File: config.mk
export PLATFORM = sky130hd
export DESIGN_NAME = hwse_isqrt
export DESIGN_NICKNAME = d
export VERILOG_FILES = /design/src/assert_macros.svh /design/src/hwse_pkg.sv /design/src/hwse_isqrt.sv
export SDC_FILE = /design/constraint.sdc
export NUM_CORES = 2
export LEC_CHECK = 0
export BUFFER_PORTS_ARGS = -buffer_cell sky130_fd_sc_hd__buf_2
export CORE_UTILIZATION = 44
export DETAILED_ROUTE_END_ITERATION = 12
export SETUP_SLACK_MARGIN = 0.5
export SYNTH_ARGS = -nofsm -noshare
export SYNTH_HDL_FRONTEND = slang
export SYNTH_SLANG_ARGS = --single-unit
File: constraint.sdc
create_clock -name clk -period 3.35 [get_ports clk]
set_clock_uncertainty 0.05 [all_clocks]
set_input_delay 0.5025 -clock clk [delete_from_list [all_inputs] [get_ports clk]]
set_output_delay 0.5025 -clock clk [all_outputs]
set_load 0.005 [all_outputs]
File: src/assert_macros.svh
// Assertion helpers for the wave speed estimator.
// Each macro expects clk and rst_n in scope.
`ifndef ASSERT_MACROS_SVH
`define ASSERT_MACROS_SVH

// Same-cycle implication.
`define CHECK_IMPLY(label, cond, prop, msg) \
    label: assert property (@(posedge clk) disable iff (!rst_n) (cond) |-> (prop)) \
        else $error(msg);

// Next-cycle implication.
`define CHECK_NEXT(label, cond, prop, msg) \
    label: assert property (@(posedge clk) disable iff (!rst_n) (cond) |=> (prop)) \
        else $error(msg);

`endif

File: src/hwse_pkg.sv
// ----------------------------------------------------------------------------
// hwse_pkg
// Types, constants and saturation helper for the HLLE wave speed estimator.
// ----------------------------------------------------------------------------
`default_nettype none

package hwse_pkg;

    localparam int GAMMA_W = 19;
    localparam logic [GAMMA_W-1:0] GAMMA_RESET = 19'd91750;
    localparam int Q_ONE = 65536;

    // quotient bits produced by the restoring divider, and its latency
    localparam int QUOT_W = 31;
    localparam int DIV_LAT = QUOT_W + 2;

    // numerator widths: momentum in Q16.32 form, gamma times pressure
    localparam int VEL_NUM_W = 48;
    localparam int SND_NUM_W = 52;

    // square root of a 31-bit value shifted left by 16
    localparam int ROOT_W = 24;

    localparam logic signed [31:0] S32_MAX = 32'sh7FFF_FFFF;
    localparam logic signed [31:0] S32_MIN = 32'sh8000_0000;

    typedef struct packed {
        logic signed [31:0] rho_left;
        logic signed [31:0] mom_x_left;
        logic signed [31:0] mom_y_left;
        logic signed [31:0] mom_z_left;
        logic signed [31:0] energy_left;
        logic signed [31:0] rho_right;
        logic signed [31:0] mom_x_right;
        logic signed [31:0] mom_y_right;
        logic signed [31:0] mom_z_right;
        logic signed [31:0] energy_right;
    } face_t;

    typedef struct packed {
        logic signed [31:0] speed_min;
        logic signed [31:0] speed_max;
        logic               density_fault;
    } wave_t;

    function automatic logic signed [31:0] sat32(input logic signed [63:0] v);
        logic signed [31:0] r;
        if (v > 64'(S32_MAX)) begin
            r = S32_MAX;
        end
        else if (v < 64'(S32_MIN)) begin
            r = S32_MIN;
        end
        else begin
            r = v[31:0];
        end
        return r;
    endfunction

endpackage

`default_nettype wire

File: src/hwse_isqrt.sv
// ----------------------------------------------------------------------------
// hwse_isqrt
// Pipelined integer square root, one root bit per stage, floor result.
// ----------------------------------------------------------------------------
`default_nettype none

module hwse_isqrt #(
    parameter int ROOT_W = hwse_pkg::ROOT_W
) (
    input  logic                  clk,
    input  logic                  en,
    input  logic [2*ROOT_W-1:0]   rad,
    output logic [ROOT_W-1:0]     root
);
    import hwse_pkg::*;

    localparam int RAD_W = 2 * ROOT_W;
    localparam int REM_W = ROOT_W + 3;

    logic [REM_W-1:0]  rem_reg [0:ROOT_W-1];
    logic [ROOT_W-1:0] res_reg [0:ROOT_W-1];
    logic [RAD_W-1:0]  rad_reg [0:ROOT_W-1];

    for (genvar j = 0; j < ROOT_W; j++)
    begin : g_step
        logic [REM_W-1:0]  rem_in;
        logic [ROOT_W-1:0] res_in;
        logic [RAD_W-1:0]  rad_in;
        logic [REM_W-1:0]  cur;
        logic [REM_W-1:0]  trial;
        logic              take;

        if (j == 0)
        begin : g_first
            assign rem_in = '0;
            assign res_in = '0;
            assign rad_in = rad;
        end
        else
        begin : g_next
            assign rem_in = rem_reg[j-1];
            assign res_in = res_reg[j-1];
            assign rad_in = rad_reg[j-1];
        end

        // bring down the next pair of radicand bits
        assign cur   = {rem_in[REM_W-3:0], rad_in[RAD_W-1 -: 2]};
        assign trial = REM_W'({res_in, 2'b01});
        assign take  = (cur >= trial);

        always_ff @(posedge clk)
        begin
            if (en)
            begin
                rem_reg[j] <= take ? cur - trial : cur;
                res_reg[j] <= {res_in[ROOT_W-2:0], take};
                rad_reg[j] <= {rad_in[RAD_W-3:0], 2'b00};
            end
        end
    end

    assign root = res_reg[ROOT_W-1];

endmodule

`default_nettype wire

======== Word-level counts from Yosys, hierarchy flattened ========
Memory sizes are Yosys's and may differ from the RTL's.
Index checks and enable logic that the tools add are counted.
storage, ports and cells
  bits in registers ....................... 0
  bits in writable memories ............... 2328
  bits of input ports ..................... 50
  output and inout port bits .............. 24
  word-level logic and storage cells ...... 77
  memories ................................ 3
operators by class
  $add $sub $neg .......................... 24
  order comparisons ....................... 24
  mux-type cells .......................... 26
memories
  memory   words  bits a word  read ports  clocked after memory_dff  wr ports  line              RTL
  rad_reg  24     46           23          0                         24        hwse_isqrt.sv:22  logic [RAD_W-1:0] rad_reg [0:ROOT_W-1];
  rem_reg  24     27           23          0                         24        hwse_isqrt.sv:20  logic [REM_W-1:0] rem_reg [0:ROOT_W-1];
  res_reg  24     24           24          0                         24        hwse_isqrt.sv:21  logic [ROOT_W-1:0] res_reg [0:ROOT_W-1];
operators by type and width
  cell                                                  count
  2-to-1 mux 27 bit                                     24
  >= comparator 27 x 26 -> 1 bit                        23
  subtractor 27 x 26 -> 27 bit                          23
  subtractor 2 x 1 -> 3 bit (second input constant)     1
  >= comparator 2 x 1 -> 1 bit (second input constant)  1
  2-to-1 mux 1 bit                                      2

======== Longest topological paths before layout ========
An unclocked memory read counts as a cell.
  word-level depth ........................ 3
  depth in mapped cells ................... 13

======== Worst setup path before layout ========
OpenSTA, ideal clock, no wires.
  path kind ............................... register to register
  start ................................... memory rem_reg[1][108] (netlist bit)
  end ..................................... memory rem_reg[1][156] (netlist bit), data pin
  arrival time ............................ 2.904 ns
  required time ........................... 3.042 ns
  setup slack ............................. 0.139 ns
  cell stages (with the launch flop) ...... 11
  period minus slack after synthesis ...... 3.211 ns
  cells stage by stage .................... edfxtp_1 -> ha_1 -> o21ai_1 -> a211oi_1 -> a21o_1 -> a21o_1 -> a221o_1 -> a41oi_2 -> or4_1 -> or4b_1 -> xnor2_1
RTL lines
  item         line
  from (decl)  hwse_isqrt.sv:20

==> run metrics <==
status complete, no violations; Synth area leader edfxtp_1; core area 0.144 sq mm; Lkg Pwr 30.7 nW; hold path start en; Adder-Cell Fraction of Synth Area 6.33%; worst path required time 3.78 ns; layout cells sized above 1 23.5%; crit path time final 3.19 ns; clock latency on the worst-skew pair 0.77 ns; Hold Path Cell Cnt 1; critical path startpoint rem_reg[1][108]$_DFFE_PP_; post-synthesis simple-gate area fraction 9.43%; die span in x 384 um; post-synthesis instance total 4871; final WL 127000 um; Slew HR 46.4%; H-Tree Depth 4; worst flop-to-flop path startpoint rem_reg[1][108]$_DFFE_PP_; finished layout cell area 0.0803 sq mm; Clock Tree Root clkbuf_16; yosys warns 0; # DRC 0; global route overflow 0; internal reg-to-reg setup slack 0.16 ns; largest family of logic cells by synthesized area simple AND/OR/NAND/NOR gates; WL per Instance 16.9 um; Hold Path Class in2reg; CP bufs+invs 0; Place WS -0.0327 ns; largest net degree at the start of global routing 100; capturing point of the worst reg2reg path rem_reg[1][156]$_DFFE_PP_; worst-margin pin slew 0.798 ns; Yosys top cell area share 65.2%; CP endpoint kind flip-flop; synthesized area 0.0642 sq mm; Initial Util 44.5%; Antenna Cells 0; DP HPWL 84200 um; worst r2r path cells 10; dominant cells by area after synthesis edfxtp_1 65%, ha_1 6.3%, xnor2_1 3.1%; Reg clk slew, reported paths 0.06 ns; Achievable Freq 313 MHz; CP Class reg2reg; Die ar. 0.147 sq mm; placer congestion estimate 0.911; Routed Antenna Nets 0; TritonCTS clock tree built; final setup vio count 0; PnR worst setup slack 0.155 ns; Final Power 50.8 mW; Final nets 5878; library cells used by synthesis 91; most frequent CP cell a21o_1; Post-synth EDFFs 1394; Die Y 384 um; Rows 139; ys async rst share 0%; mean post-synth cell area 13.2 sq um; Via density 5.22; io pins 74; final hold violations 0; TritonCTS Buffers 153; Critical-path top delay cell or4b_4; first-pass GRT wire length 199000 um; sequential-to-total area share from yosys stat 65.2%; final worst-path cycle share 95.4%; worst stage delay on the critical path 0.50 ns; hold_ws 0.0921 ns; dpl cell area 0.0685 sq mm; Max Cap Viol 0; Post-Synth XOR/XNOR Area 5.89%; Crit Path Max Fanout 4; initial DRC count 2348; Primary FF master, synth edfxtp_1; worst-path cell chain ha_4, o21ai_4, a211oi_4, a21o_1, a21o_1, a221o_1, a41oi_2, or4_4, or4b_4, xnor2_1; flops & latches, synth 1394; area growth from synthesis to layout 25.1%; power per standard cell area 633 mW/mm^2; PortBufs 73; syn nets 5246; Synth Area in Compound Gates 9.09%; first-pass iteration count of the detailed router 5; mux cell area share after synthesis 1.16%; Hold Path End rad_reg[0][7]$_DFFE_PP_; Total GRT Usage 16.8%; via count of the first global-routing pass 38.4k; Max Buffers Root-to-Sink 3; Critical Path AT 3.63 ns; max reg flops 552; synth cell count leaders 1394 x edfxtp_1, 405 x inv_1, 349 x nand2_1; clock sinks 1394; Top delay family on crit path compound AO/OA/AOI/OAI gates; startpoint types flip-flop; most numerous cell in the Yosys netlist edfxtp_1; initial antenna violation count 1; max-slew violations 0; total number of vias 39.3k; Worst VDD drop 0.413 mV; RSZ-0062 raised after global routing yes
[routing by layer]
layer | global-route usage, % | share of wire, % | up-vias
met4 | 5.97 | 2.8 | 0
met5 | 0 | 0 | -
li1 | - | - | 19300
met1 | 22.4 | 45 | 19000
met3 | 3.00 | 4.5 | 234
met2 | 27.5 | 48 | 753
[cell families (layout without fill, tap and decap cells)]
kind of cell | Yosys count | in the layout
adder cells (fa/ha/maj) | 325 | 325
other | 1 | 1
buffers and inverters | 488 | 1246
AO/OA/AOI/OAI | 946 | 946
multiplexers | 67 | 67
XOR/XNOR | 432 | 432
flip-flops | 1394 | 1394
AND/OR/NAND/NOR | 1218 | 1219
[area by class of cell]
class	count	area (sq um)
multi-input combinational	2990	24000
sequential	1394	41900
timing repair buffer	556	5420
inverter	408	1540
clock buffer	185	3970
fill	11500	63900
clock inverter	97	1190
tap	1903	2380
[worst max-delay path by stage]
stage | cells past startpoint | slack (ns) | to
after floorplan | 10 | 0.24 | rem_reg[1][156]$_DFFE_PP_
after global placement | 9 | -0.03 | rem_reg[1][156]$_DFFE_PP_
after detailed placement | 11 | -0.03 | rem_reg[1][51]$_DFFE_PP_
after CTS | 10 | 0.16 | rem_reg[1][156]$_DFFE_PP_
after global routing | 10 | 0.05 | rem_reg[1][156]$_DFFE_PP_
final | 10 | 0.16 | rem_reg[1][156]$_DFFE_PP_
[cell usage in the layout (no fill, tap or decap), drive strengths merged, types with 9 or more instances in the layout]
master,count
nand3,74
nand4,55
nand2b,56
edfxtp,1394
dlygate4sd3,49
nor2b,57
a211oi,30
a21boi,17
a31oi,19
o21a,65
a21oi,275
nand2,351
bufinv,20
o211ai,18
nand3b,16
nor4,55
or2,24
mux2,59
nor3b,11
o31a,9
ha,325
o31ai,30
buf,501
nor2,254
xnor2,226
or3,51
o21ai,281
inv,413
a21o,100
and3,24
or4,27
and2,21
clkinv,68
clkbuf,190
o21bai,14
nor3,121
xor2,206
[worst register-to-register path, stage by stage, from the launching register on]
cell and delay (ns):
edfxtp_1 0.43, ha_4 0.32, o21ai_4 0.07, a211oi_4 0.25
a21o_1 0.16, a21o_1 0.13, a221o_1 0.27, a41oi_2 0.16
or4_4 0.44, or4b_4 0.50, xnor2_1 0.13
[stage by stage]
step | utilization [%] | std cells | setup TNS (ns)
floorplan | - | 4871 | 0
global placement | 47.5 | 6922 | -0.0274
detailed placement | 47.5 | 6922 | -0.0722
CTS | 53.9 | 7417 | 0
global route | 55.7 | 7533 | 0
finish | 55.7 | 7533 | 0
[where the power goes]
part,switching [mW],internal [mW]
clock,6.91,10.1
sequential,1.35,21.8
combinational,5.46,5.20
[repair_timing]
item	CTS	global route
pin swaps	147	164
setup endpoints to repair	423	454
setup buffers	147	110
hold buffers	49	0
resized for setup	414	388
gates cloned	17	6
hold endpoints to repair	49	0
(Power assumes the default switching activity.)
